==> src/hdl/i2cmbe_pkg.sv <==
// Shared types and constants for the I2C master byte engine.
// No dependencies; imported by the top level.
package i2cmbe_pkg;

   localparam int DIV_WIDTH_DEFAULT = 16;
   localparam int HALF_PERIOD_WIDTH = 16;
   localparam logic [HALF_PERIOD_WIDTH-1:0] HALF_PERIOD_RESET = 16'd249;

   localparam int OPCODE_WIDTH = 3;
   localparam int BYTE_WIDTH   = 8;
   localparam int STEP_WIDTH   = 5;

   localparam int REQ_TDATA_WIDTH = 16;
   localparam int RSP_TDATA_WIDTH = 16;

   localparam logic [STEP_WIDTH-1:0] START_PHASES = 5'd4;
   localparam logic [STEP_WIDTH-1:0] STOP_PHASES  = 5'd2;
   localparam logic [STEP_WIDTH-1:0] BYTE_PHASES  = 5'd18;
   localparam logic [STEP_WIDTH-1:0] ACK_STEP     = 5'd16;
   localparam logic [STEP_WIDTH-1:0] ACK_HI_STEP  = 5'd17;

   typedef enum logic [OPCODE_WIDTH-1:0] {
      OP_NONE  = 3'd0,
      OP_START = 3'd1,
      OP_WRITE = 3'd2,
      OP_READ  = 3'd3,
      OP_STOP  = 3'd4
   } opcode_type;

endpackage

==> src/hdl/i2c_master_byte_engine_top.sv <==
// I2C master byte engine, top level: tick sequencer and result register.
// Depends on i2cmbe_pkg.
//
// Each accepted request item is one bus tick and yields exactly one response item
// with the SCL/SDA drive levels and status after that tick. The sequencer state
// updates in the cycle the item is accepted and the response sits in one output
// register, so a new item is taken every cycle while the response side keeps up.
// Bus speed is set by csr half_period: each phase lasts half_period+1 ticks
// (items). Commands offered while a sequence runs are dropped.
module i2c_master_byte_engine_top #(
   parameter int DIV_WIDTH = i2cmbe_pkg::DIV_WIDTH_DEFAULT
) (
   input  logic                                   clock,
   input  logic                                   reset,
   input  logic                                   csr_wr_en,
   input  logic [i2cmbe_pkg::HALF_PERIOD_WIDTH-1:0] csr_wr_data,
   input  logic                                   req_tvalid,
   output logic                                   req_tready,
   // wr_data[7:0], send_ack[8], sda_in[9], zero[15:10]
   input  logic [i2cmbe_pkg::REQ_TDATA_WIDTH-1:0] req_tdata,
   // opcode[2:0]
   input  logic [i2cmbe_pkg::OPCODE_WIDTH-1:0]    req_tuser,
   output logic                                   rsp_tvalid,
   input  logic                                   rsp_tready,
   // scl_out[0], sda_out[1], busy_res[2], done_res[3], rd_data[11:4],
   // ack_received[12], zero[15:13]
   output logic [i2cmbe_pkg::RSP_TDATA_WIDTH-1:0] rsp_tdata
);
   import i2cmbe_pkg::*;

   localparam int CMP_WIDTH = (DIV_WIDTH > HALF_PERIOD_WIDTH) ? DIV_WIDTH : HALF_PERIOD_WIDTH;

   logic [HALF_PERIOD_WIDTH-1:0] half_period_ff;
   opcode_type                   cmd_ff, cmd_in;
   logic [STEP_WIDTH-1:0]        step_ff, step_in, step_next;
   logic [DIV_WIDTH-1:0]         div_ff, div_in;
   logic [BYTE_WIDTH-1:0]        shift_ff, shift_in;
   logic                         ack_choice_ff, ack_choice_in;
   logic                         ack_flag_ff, ack_flag_in;
   logic                         scl_ff, scl_in;
   logic                         sda_ff, sda_in_lvl;
   logic [BYTE_WIDTH-1:0]        rd_hold_ff, rd_hold_in;
   logic                         done;
   logic                         enter;
   logic [STEP_WIDTH-1:0]        phases;
   logic                         rsp_tvalid_ff;
   logic [RSP_TDATA_WIDTH-1:0]   rsp_tdata_ff;
   logic                         accept;

   logic [BYTE_WIDTH-1:0] req_wr_data;
   logic                  req_send_ack;
   logic                  req_sda;

   assign req_wr_data  = req_tdata[BYTE_WIDTH-1:0];
   assign req_send_ack = req_tdata[BYTE_WIDTH];
   assign req_sda      = req_tdata[BYTE_WIDTH+1];

   assign req_tready = !rsp_tvalid_ff || rsp_tready;
   assign accept     = req_tvalid && req_tready;
   assign rsp_tvalid = rsp_tvalid_ff;
   assign rsp_tdata  = rsp_tdata_ff;

   always_comb begin
      case (cmd_ff)
         OP_START: phases = START_PHASES;
         OP_STOP:  phases = STOP_PHASES;
         default:  phases = BYTE_PHASES;
      endcase
   end

   always_comb begin
      cmd_in        = cmd_ff;
      step_in       = step_ff;
      div_in        = div_ff;
      shift_in      = shift_ff;
      ack_choice_in = ack_choice_ff;
      ack_flag_in   = ack_flag_ff;
      scl_in        = scl_ff;
      sda_in_lvl    = sda_ff;
      rd_hold_in    = rd_hold_ff;
      done          = 1'b0;
      enter         = 1'b0;
      step_next     = step_ff + 1'b1;

      if (cmd_ff == OP_NONE) begin
         if (req_tuser == OP_START || req_tuser == OP_WRITE || req_tuser == OP_READ ||
             req_tuser == OP_STOP) begin
            cmd_in  = opcode_type'(req_tuser);
            step_in = '0;
            div_in  = '0;
            if (req_tuser == OP_WRITE) begin
               shift_in = req_wr_data;
            end
            if (req_tuser == OP_READ) begin
               shift_in      = '0;
               ack_choice_in = req_send_ack;
            end
            enter = 1'b1;
         end
      end else if (CMP_WIDTH'(div_ff) >= CMP_WIDTH'(half_period_ff)) begin
         if (cmd_ff == OP_WRITE) begin
            if (step_ff < ACK_STEP && step_ff[0]) begin
               shift_in = {shift_ff[BYTE_WIDTH-2:0], 1'b0};
            end else if (step_ff == ACK_HI_STEP) begin
               ack_flag_in = !req_sda;
            end
         end else if (cmd_ff == OP_READ) begin
            if (step_ff < ACK_STEP && step_ff[0]) begin
               shift_in = {shift_ff[BYTE_WIDTH-2:0], req_sda};
            end
         end
         div_in = '0;
         if (step_next >= phases) begin
            case (cmd_ff)
               OP_STOP: begin
                  sda_in_lvl = 1'b1;
               end
               OP_WRITE: begin
                  scl_in = 1'b0;
               end
               OP_READ: begin
                  scl_in     = 1'b0;
                  sda_in_lvl = 1'b0;
                  rd_hold_in = shift_in;
               end
               default: begin
               end
            endcase
            cmd_in  = OP_NONE;
            step_in = '0;
            done    = 1'b1;
         end else begin
            step_in = step_next;
            enter   = 1'b1;
         end
      end else begin
         div_in = DIV_WIDTH'(div_ff + 1'b1);
      end

      if (enter) begin
         case (cmd_in)
            OP_START: begin
               case (step_in[1:0])
                  2'd0:    sda_in_lvl = 1'b1;
                  2'd1:    scl_in     = 1'b1;
                  2'd2:    sda_in_lvl = 1'b0;
                  default: scl_in     = 1'b0;
               endcase
            end
            OP_STOP: begin
               if (step_in == '0) begin
                  scl_in     = 1'b0;
                  sda_in_lvl = 1'b0;
               end else begin
                  scl_in = 1'b1;
               end
            end
            OP_WRITE, OP_READ: begin
               if (step_in[0]) begin
                  scl_in = 1'b1;
               end else begin
                  scl_in = 1'b0;
                  if (step_in == ACK_STEP) begin
                     sda_in_lvl = (cmd_in == OP_WRITE) ? 1'b1 : !ack_choice_in;
                  end else begin
                     sda_in_lvl = (cmd_in == OP_WRITE) ? shift_in[BYTE_WIDTH-1] : 1'b1;
                  end
               end
            end
            default: begin
            end
         endcase
      end
   end

   always_ff @(posedge clock) begin
      if (reset) begin
         half_period_ff <= HALF_PERIOD_RESET;
         cmd_ff         <= OP_NONE;
         step_ff        <= '0;
         div_ff         <= '0;
         shift_ff       <= '0;
         ack_choice_ff  <= 1'b0;
         ack_flag_ff    <= 1'b0;
         scl_ff         <= 1'b1;
         sda_ff         <= 1'b1;
         rd_hold_ff     <= '0;
         rsp_tvalid_ff  <= 1'b0;
      end else begin
         if (csr_wr_en) begin
            half_period_ff <= csr_wr_data;
         end
         if (accept) begin
            cmd_ff        <= cmd_in;
            step_ff       <= step_in;
            div_ff        <= div_in;
            shift_ff      <= shift_in;
            ack_choice_ff <= ack_choice_in;
            ack_flag_ff   <= ack_flag_in;
            scl_ff        <= scl_in;
            sda_ff        <= sda_in_lvl;
            rd_hold_ff    <= rd_hold_in;
            rsp_tvalid_ff <= 1'b1;
         end else if (rsp_tready) begin
            rsp_tvalid_ff <= 1'b0;
         end
      end
   end

   always_ff @(posedge clock) begin
      if (accept) begin
         rsp_tdata_ff <= {3'b000, ack_flag_in, rd_hold_in, done, (cmd_in != OP_NONE),
                          sda_in_lvl, scl_in};
      end
   end

endmodule

==> config.mk <==
export PLATFORM = sky130hd
export DESIGN_NAME = i2c_master_byte_engine_top
export DESIGN_NICKNAME = d
export VERILOG_FILES = /design/src/hdl/i2cmbe_pkg.sv /design/src/hdl/i2c_master_byte_engine_top.sv
export SDC_FILE = /design/constraint.sdc
export NUM_CORES = 1
export LEC_CHECK = 0
export ABC_AREA = 1
export BUFFER_PORTS_ARGS = -buffer_cell sky130_fd_sc_hd__buf_2
export CAP_MARGIN = 10
export CELL_PAD_IN_SITES_DETAIL_PLACEMENT = 0
export CELL_PAD_IN_SITES_GLOBAL_PLACEMENT = 1
export CORE_MARGIN = 1
export CORE_UTILIZATION = 42
export CTS_CLUSTER_SIZE = 40
export DETAILED_ROUTE_END_ITERATION = 8
export PLACE_DENSITY_LB_ADDON = 0.05
export SETUP_SLACK_MARGIN = 0.15
export SYNTH_ARGS = -nofsm -noshare
export SYNTH_HDL_FRONTEND = slang
export SYNTH_SLANG_ARGS = --single-unit
export TNS_END_PERCENT = 50
==> constraint.sdc <==
create_clock -name clock -period 2.7 [get_ports clock]
set_input_delay 0.54 -clock clock [delete_from_list [all_inputs] [get_ports clock]]
set_output_delay 0.54 -clock clock [all_outputs]
set_load 0.05 [all_outputs]
==> reports/qor.txt, run 1 <==
Routed WL - 9.95 mm
leakage power - 2.25 nW
clock latency on the worst-skew pair - 0.36 ns
Worst IR Drop VDD - 0.000313 V
post-route ant nets - 0
final-report max-slew violation count - 0
Final min period - 2.47 ns
clk root buf - clkbuf_8
most frequent cells after synthesis - nand2_1 (91), inv_1 (88), dfxtp_1 (61), nor2_1 (57), a21oi_1 (43)
final period utilization - 91.3%
Cell Chain, Critical Path - inv_4, ha_4, ha_4, nand2_2, nand2_1, a21oi_1, nand2_1, nand2_2, nand2_4, inv_4, nand4_2, nand2_4, inv_2, nand2_1, nor2_1, nand3_1, nand3_2, nand2_2, a21oi_2
first-pass GRT wire length - 16.2 mm
Yosys top cell by area - dfxtp_1
clk slew on worst S/H paths - 0.09 ns
clock skew - 0.0106 ns
MaxCap Viol Count - 0
Achievable Freq - 405 MHz
power per cell area - 524 nW/µm²
sequential share of power - 47.1%
Arr. time, crit path - 2.59 ns
TritonRoute pass-1 iters - 4
sequential cell area - 1620 µm²
Pint - 1.75 mW
min-delay src - csr_wr_data[6]
CP startpoint kind - register
hpwl dp - 7.00 mm
gpl congestion - 0.819
largest net degree at the start of global routing - 29
Hold Path Cell Cnt - 3
Fill cells - 989
Final Power - 2.60 mW
post-synthesis mux area share - 0%
DRC viols - 0
post-synthesis simple-gate area fraction - 24.0%
vias per inst - 4.93
Final Instance Area - 4960 µm²
worst-margin pin slew - 0.539 ns
Area Overhead vs Synth - 16.4%
Slew headroom - 64.0%
Num CTS Buffers - 9
Setup TNS - 0 ns
Die W - 103 µm
clk sink count - 74
area of the multi-input gates - 2260 µm²
Slowest-stage cell, CP - dfxtp_4
delay-heaviest family, CP - simple AND/OR/NAND/NOR gates
Comb power frac - 20.6%
Largest stage delay, worst path - 0.40 ns
mapped cell area - 4260 µm²
GR Overflow Total - 0
total track usage - 20.3%
Crit Path Category - reg2reg
Post-synth EDFFs - 13
crit path buf inv count - 3
final net count - 690
critical path fanouts, max - 6
r2r setup slk - 0.23 ns
largest family of logic cells by synthesized area - simple AND/OR/NAND/NOR gates
initial antenna violation count - 0
CTS H-Tree Depth - 3
switch share - 32.7%
# setup viols final - 0
WL/cell - 13.0 µm
flip-flop and latch count after synthesis - 74
row count - 36
Max clock buf depth - 2
most frequent cell after synthesis - nand2_1
via count - 3777
fraction of layout cells with a size suffix above 1 - 23.9%
Post-Syn Instances - 577
die height - 103 µm
Async S/R FF share, synth - 0%
critical path capture point type - register
DIE AREA - 10500 µm²
Synth Area in Compound Gates - 18.3%
NetSw - 849 µW
Avg Cell Area, Syn - 7.38 µm²
vias in the first global route - 3413
post-synthesis xor/xnor area fraction - 1.03%
Detailed Route Iter0 Violations - 124
I/O Pins - 58
cells on worst reg2reg path - 19
Synth top area share - 28.7%
HP Class - in2reg
worst r2r dst - rsp_tdata[1]
DP Area - 4590 µm²
ys flop type - dfxtp_1
Core Box Area - 9820 µm²
r2r startpoint - step_ff[1]
adder-cell area share of the yosys netlist - 6.47%
Yosys warning total - 0
Hold WS - 0.391 ns
Netlist cell types - 45
n_diodes - 0
Initial Util - 43.3%
Port Buffer Count - 48
clock power share - 32.2%
Data required, critical path - 2.83 ns
CTS tree - done
main area contributors after synthesis - dfxtp_1 (29%), edfxtp_1 (9.2%), nand2_1 (8.0%)
endpoints failing hold - 0
register area share after synthesis - 37.9%
RSZ-0062 raised after global routing - true
status - completed
Hold EP - half_period_ff[6]
[state kept, by name, indices dropped and copies added, names as in the netlist, 3 cells and up]
name / flops
cmd_ff: 3
div_ff: 16
half_period_ff: 16
rd_hold_ff: 8
rsp_tdata: 13
shift_ff: 8
step_ff: 5
[power groups by stage]
stage / logic, mW / registers, mW / clock network [mW]
2_1_floorplan: 0.346 / 1.31 / 0
3_3_place_gp: 0.508 / 1.25 / 0
3_5_place_dp: 0.516 / 1.25 / 0
4_1_cts: 0.522 / 1.23 / 0.868
5_1_grt: 0.605 / 1.23 / 0.916
6_report: 0.535 / 1.22 / 0.837
[tightest hold or removal path: stages]
cell	delay [ns]
buf_2	0.08
a21oi_1	0.05
o21ai_0	0.06
[metal layers]
layer / global-route usage [%] / routed length [µm] / share of wire [%] / vias to the layer above
met2: 32.3 / 4720 / 47 / 66
li1: - / - / - / 1991
met1: 27.0 / 4730 / 48 / 1714
met5: 0 / 0 / 0 / -
met4: 7.36 / 105 / 1.1 / 0
met3: 4.20 / 394 / 4.0 / 6
[what timing repair did]
item                       in CTS  in global routing
gates resized for setup         8                 34
pin swaps                       0                 24
setup endpoints to repair       3                  6
setup buffers                   0                  3
hold buffers                    0                  0
[how the worst max path moves through the flow]
| stage | end | cells after the start | startpoint |
|---|---|---|---|
| floorplan | shift_ff[2] | 11 | rsp_tvalid |
| global placement | rsp_tdata[1] | 19 | step_ff[1] |
| detailed placement | rsp_tdata[1] | 19 | step_ff[1] |
| CTS | rsp_tdata[1] | 17 | step_ff[0] |
| global route | rsp_tdata[1] | 19 | step_ff[1] |
| finish | rsp_tdata[1] | 19 | step_ff[1] |
[placed cells by master (no fill, tap or decap), drive strengths merged, types with 2 or more instances in the layout]
| master | instances |
|---|---|
| a211oi | 8 |
| a21oi | 44 |
| a221oi | 2 |
| a311oi | 7 |
| buf | 59 |
| clkbuf | 11 |
| clkinv | 5 |
| conb | 3 |
| dfxtp | 61 |
| edfxtp | 13 |
| ha | 22 |
| inv | 101 |
| nand2 | 106 |
| nand3 | 27 |
| nand4 | 10 |
| nor2 | 66 |
| nor3 | 4 |
| nor3b | 3 |
| o211ai | 2 |
| o21a | 4 |
| o21ai | 59 |
| o22ai | 4 |
| xor2 | 4 |
[per-stage QoR]
step / worst slack [ns] / utilization (%) / instances
6_report: 0.234 / 50.5 / 766
5_1_grt: 0.0593 / 50.5 / 766
4_1_cts: 0.162 / 49.0 / 763
3_5_place_dp: 0.0505 / 46.8 / 747
3_3_place_gp: 0.112 / 46.8 / 747
2_1_floorplan: 0.292 / - / 579
[cell families (layout without fill, tap and decap cells)]
family / after synthesis / after routing
XOR/XNOR: 5 / 5
other: 1 / 3
buffers and inverters: 123 / 177
adder cells (fa/ha/maj): 22 / 22
AND/OR/NAND/NOR: 218 / 218
flip-flops: 74 / 74
AO/OA/AOI/OAI: 134 / 134
[area by class of cell]
cell class,count,area share [%]
tap,133,3.36
multi-input combinational,382,45.7
sequential,74,32.8
inverter,102,7.83
clock buffer,11,3.05
clock inverter,5,0.783
timing repair buffer,59,6.51
(Power assumes the default switching activity.)
==> run 2, diff against run 1 <==
==> constraint.sdc (replaced) <==
create_clock -name clock -period 2.7 [get_ports clock]
set_input_delay 0.135 -clock clock [delete_from_list [all_inputs] [get_ports clock]]
set_output_delay 0.135 -clock clock [all_outputs]
set_load 0.05 [all_outputs]
==> reports/qor.txt, run 2 (synthesis gave the netlist of run 1 again) <==
Comb power frac - 19.1% (-1.5 points)
Core Util, Final - 53.5% (+3.0 points)
CTS tree - done
TritonRoute pass-1 iters - 4 (unchanged)
# setup viols final - 0 (unchanged)
Setup TNS - 0 ns (unchanged)
Detailed Route Iter0 Violations - 98 (-21%)
NetSw - 853 µW (+0.47%)
I/O Pins - 58 (unchanged)
Die W - 103 µm (unchanged)
critical path capture point type - register
row count - 36 (unchanged)
post-route ant nets - 0 (unchanged)
Final min period - 2.42 ns (-0.0486 ns)
Final Power - 2.94 mW (+13%)
leakage power - 2.36 nW (+5.0%)
HP Class - in2reg
status - completed
RSZ-0062 raised after global routing - true
Final Instance Area - 5250 µm² (+5.9%)
clk slew on worst S/H paths - 0.08 ns (about the same)
first-pass GRT wire length - 16.3 mm (+0.38%)
DP Area - 4580 µm² (-0.33%)
DP Cell Count - 745 (-0.27%)
hpwl dp - 6.94 mm (-0.77%)
initial antenna violation count - 0 (unchanged)
clock skew - 0.0113 ns (+0.000736 ns)
Port Buffer Count - 48 (unchanged)
Crit Path Category - reg2reg
final net count - 701 (+1.6%)
DIE AREA - 10500 µm² (unchanged)
final period utilization - 89.5% (-1.8 points)
critical path fanouts, max - 5 (-1)
fraction of layout cells with a size suffix above 1 - 27.2% (+3.3 points)
most frequent cells in the layout - inv_1 (83), nand2_1 (83), nor2_1 (53)
Slew headroom - 58.3% (-5.7 points)
Routed WL - 10.2 mm (+2.4%)
Initial Util - 43.3% (unchanged)
vias in the first global route - 3506 (+2.7%)
endpoints failing hold - 0 (unchanged)
largest net degree at the start of global routing - 32 (+10%)
Data required, critical path - 2.81 ns (-0.02 ns)
clk sink count - 74 (unchanged)
gpl congestion - 0.838 (+2.2%)
CP startpoint kind - register
GR Overflow Total - 0 (unchanged)
clock latency on the worst-skew pair - 0.36 ns (about the same)
n_diodes - 0 (unchanged)
Achievable Freq - 414 MHz (+2.0%)
final cell count without fillers - 777 (+1.4%)
clk root buf - clkbuf_8
WL/cell - 13.1 µm (+0.94%)
power per cell area - 560 nW/µm² (+6.8%)
Num CTS Buffers - 9 (unchanged)
worst-margin pin slew - 0.623 ns (+0.0834 ns)
via count - 3788 (+0.29%)
CTS H-Tree Depth - 3 (unchanged)
clock power share - 39.2% (+7.0 points)
final-report max-slew violation count - 0 (unchanged)
Area Overhead vs Synth - 23.3%
Arr. time, crit path - 2.53 ns (-0.06 ns)
DRC viols - 0 (unchanged)
die height - 103 µm (unchanged)
sequential share of power - 41.7% (-5.4 points)
MaxCap Viol Count - 0 (unchanged)
switch share - 29.1% (-3.7 points)
Pint - 2.08 mW (+19%)
Core Box Area - 9820 µm² (unchanged)
total track usage - 20.0% (-0.24 points)
Worst IR Drop VDD - 0.000295 V (-5.9%)
vias per inst - 4.88 (-1.1%)
Max clock buf depth - 2 (unchanged)
run 2: cell count changes in the layout (fill, tap and decap cells not counted), sizes merged:
cell         delta
buf             +5
bufinv          +4
nand2           +1
dlygate4sd3     +5
clkbuf          -2
clkinvlp        -1
clkinv          -1
run 2: power by group through the flow:
stage                     clock network, mW  registers (mW)  logic (mW)
after floorplan                           0            1.31       0.346
after global placement                    0            1.25       0.508
after detailed placement                  0            1.25       0.516
after CTS                              1.18            1.23       0.524
after global routing                   1.22            1.24       0.629
final                                  1.15            1.23       0.561
run 2: path summary, 6_finish.rpt:
| path | startpoint | to | slack (ns) | depth (start not counted) |
|---|---|---|---|---|
| max | step_ff[1] | rsp_tdata[1] | 0.28 | 20 |
| min | csr_wr_data[7] | half_period_ff[7] | 0.02 | 3 |
| max reg2reg | step_ff[1] | rsp_tdata[1] | 0.28 | 20 |
| min reg2reg | half_period_ff[13] | half_period_ff[13] | 0.47 | 2 |
run 2: what timing repair did:
item	in CTS	in global routing
resized for setup	3	61
pin swaps	0	36
hold endpoints to repair	5	0
hold buffers	5	0
setup buffers	1	9
endpoints found under the setup margin	4	8
cloned	0	1
run 2: layer usage:
layer / share of wire, % / GRT usage (%) / vias to the layer above
met5: 0 / 0 / -
met4: 1.9 / 8.02 / 0
met3: 3.9 / 2.71 / 14
met2: 47 / 32.7 / 56
met1: 47 / 26.6 / 1704
li1: - / - / 2014
run 2: worst max-delay path, stage by stage, from the launching register on:
cell     delay [ns]
dfxtp_4        0.38
inv_4          0.04
ha_4           0.24
ha_4           0.26
nand2_2        0.04
nand2_2        0.06
a21oi_2        0.05
nand2_1        0.07
nand2_2        0.07
nand2_4        0.13
nand2_4        0.07
nand2_2        0.06
nand2_2        0.06
inv_2          0.09
nand2_4        0.06
a21oi_4        0.20
nand2_1        0.07
inv_1          0.05
nand2_1        0.06
inv_2          0.05
a21oi_1        0.05
run 2: area by class of cell:
type / count / area (µm²)
clock inverter: 7 / 141
multi-input combinational: 383 / 2390
fill: 971 / 4570
clock buffer: 9 / 124
inverter: 102 / 388
tap: 133 / 166
sequential: 74 / 1630
timing repair buffer: 69 / 410
run 2: metrics by stage:
step	setup WS, ns	hold WS [ns]
2_1_floorplan	0.292	0.257
3_3_place_gp	0.0837	0.346
3_5_place_dp	0.0473	0.354
4_1_cts	0.151	0.000108
5_1_grt	0.0976	0.0518
6_report	0.282	0.0181
==> run 3, diff against run 2 <==
==> constraint.sdc (replaced) <==
create_clock -name clock -period 2.7 [get_ports clock]
set_input_delay 0.27 -clock clock [delete_from_list [all_inputs] [get_ports clock]]
set_output_delay 0.27 -clock clock [all_outputs]
set_load 0.05 [all_outputs]
==> reports/qor.txt, run 3 (synthesis gave the netlist of run 1 again) <==
power per cell area - 526 nW/µm² (-6.1%)
endpoints failing hold - 0 (unchanged)
critical path fanouts, max - 5 (unchanged)
initial antenna violation count - 0 (unchanged)
Final Instance Area - 5030 µm² (-4.1%)
Core Box Area - 9820 µm² (unchanged)
row count - 36 (unchanged)
TritonRoute pass-1 iters - 4 (unchanged)
MaxCap Viol Count - 0 (unchanged)
clock skew - 0.0151 ns (+0.00378 ns)
sequential cell area - 1630 µm² (-0.31%)
NetSw - 834 µW (-2.2%)
n_diodes - 0 (unchanged)
CTS H-Tree Depth - 3 (unchanged)
Slew headroom - 63.6% (+5.2 points)
RSZ-0062 raised after global routing - true
Core Util, Final - 51.2% (-2.2 points)
Die W - 103 µm (unchanged)
CTS tree - done
critical path capture point type - register
DIE AREA - 10500 µm² (unchanged)
Num CTS Buffers - 9 (unchanged)
Worst IR Drop VDD - 0.000280 V (-5.1%)
Hold WS - 0.126 ns (+0.107 ns)
vias in the first global route - 3409 (-2.8%)
final net count - 695 (-0.86%)
Achievable Freq - 409 MHz (-1.1%)
via count - 3745 (-1.1%)
DP Area - 4590 µm² (+0.16%)
worst-margin pin slew - 0.546 ns (-0.0769 ns)
Hold Path Cell Cnt - 3 (unchanged)
switch share - 31.5% (+2.5 points)
status - completed
clk slew on worst S/H paths - 0.08 ns (about the same)
Max clock buf depth - 2 (unchanged)
Port Buffer Count - 48 (unchanged)
post-route ant nets - 0 (unchanged)
# setup viols final - 0 (unchanged)
die height - 103 µm (unchanged)
fraction of layout cells with a size suffix above 1 - 24.9% (-2.3 points)
sequential share of power - 46.3% (+4.6 points)
first-pass GRT wire length - 16.0 mm (-1.9%)
HP Class - in2reg
area of the multi-input gates - 2300 µm² (-3.7%)
Crit Path Category - reg2reg
Arr. time, crit path - 2.56 ns (+0.03 ns)
clock latency on the worst-skew pair - 0.36 ns (about the same)
clk root buf - clkbuf_8
most common cell after layout, fill and taps aside - inv_1
gpl congestion - 0.836 (-0.18%)
WL/cell - 13.0 µm (-1.2%)
Setup TNS - 0 ns (unchanged)
Pint - 1.81 mW (-13%)
Detailed Route Iter0 Violations - 138 (+41%)
DRC viols - 0 (unchanged)
Fill cells - 985 (+1.4%)
Routed WL - 9.99 mm (-2.0%)
Comb power frac - 20.4% (+1.3 points)
Final Power - 2.64 mW (-9.9%)
Area Overhead vs Synth - 18.2%
leakage power - 2.29 nW (-2.8%)
final period utilization - 90.5% (+0.99 points)
largest net degree at the start of global routing - 32 (unchanged)
GR Overflow Total - 0 (unchanged)
r2r setup slk - 0.26 ns (-0.03 ns)
Final min period - 2.44 ns (+0.0269 ns)
CP startpoint kind - register
Data required, critical path - 2.82 ns (about the same)
Initial Util - 43.3% (unchanged)
most frequent cells in the layout - inv_1 (85), nand2_1 (80), nor2_1 (56)
vias per inst - 4.86 (-0.37%)
hpwl dp - 6.93 mm (-0.21%)
cells on worst reg2reg path - 17 (-15%)
clock power share - 33.3% (-5.9 points)
I/O Pins - 58 (unchanged)
clk sink count - 74 (unchanged)
final-report max-slew violation count - 0 (unchanged)
total track usage - 19.8% (-0.18 points)
## run 3: cell type report
cell class	instances	share of cell area, %
Clock inverter	5	1.09
Sequential cell	74	32.3
Tap cell	133	3.31
Clock buffer	11	2.81
Inverter	102	7.76
Timing Repair Buffer	63	7.01
Multi-Input combinational cell	383	45.7
## run 3: worst paths after layout
| kind | start | to |
|---|---|---|
| setup reg to reg | step_ff[1] | rsp_tdata[0] |
| hold reg to reg | ack_choice_ff | ack_choice_ff |
| hold / removal | csr_wr_data[6] | half_period_ff[6] |
| setup / recovery | step_ff[1] | rsp_tdata[0] |
## run 3: stage by stage
step | std cells | worst slack, ns
5_1_grt | 771 | 0.0451
3_5_place_dp | 746 | 0.0705
2_1_floorplan | 579 | 0.292
3_3_place_gp | 746 | 0.0755
6_report | 771 | 0.255
4_1_cts | 762 | 0.160
## run 3: per-layer routing
layer  wire length [µm]  global-route usage [%]
met3                283                    2.98
met2               4660                    31.6
met5                  0                       0
met4                155                    9.67
met1               4890                    26.2
## run 3: repair_timing
item                                    CTS  global route
hold endpoints to repair                  0             0
gates resized for setup                   3            45
gates cloned                              0             1
endpoints found under the setup margin    3             7
pin swaps                                 0            24
hold buffers                              0             0
setup buffers                             0             8
## run 3: power by group through the flow
stage,sequential (mW),clock [mW],combinational [mW]
floorplan,1.31,0,0.346
global placement,1.25,0,0.509
detailed placement,1.25,0,0.519
CTS,1.23,0.907,0.521
global route,1.23,0.947,0.603
finish,1.22,0.880,0.540
## run 3: critical path, cell delays in order (launching register included)
cell and delay [ns]:
dfxtp_4 0.39, inv_4 0.05, ha_4 0.24, ha_4 0.26, nand2_2 0.05, nand2_2 0.06
a21oi_2 0.05, nand2_1 0.07, nand2_2 0.07, nand2_4 0.12, inv_4 0.06, nand4_1 0.13
nand2_2 0.12, nor2_2 0.11, nand3b_1 0.12, nand2_1 0.08, nand4_1 0.10, o21a_1 0.13
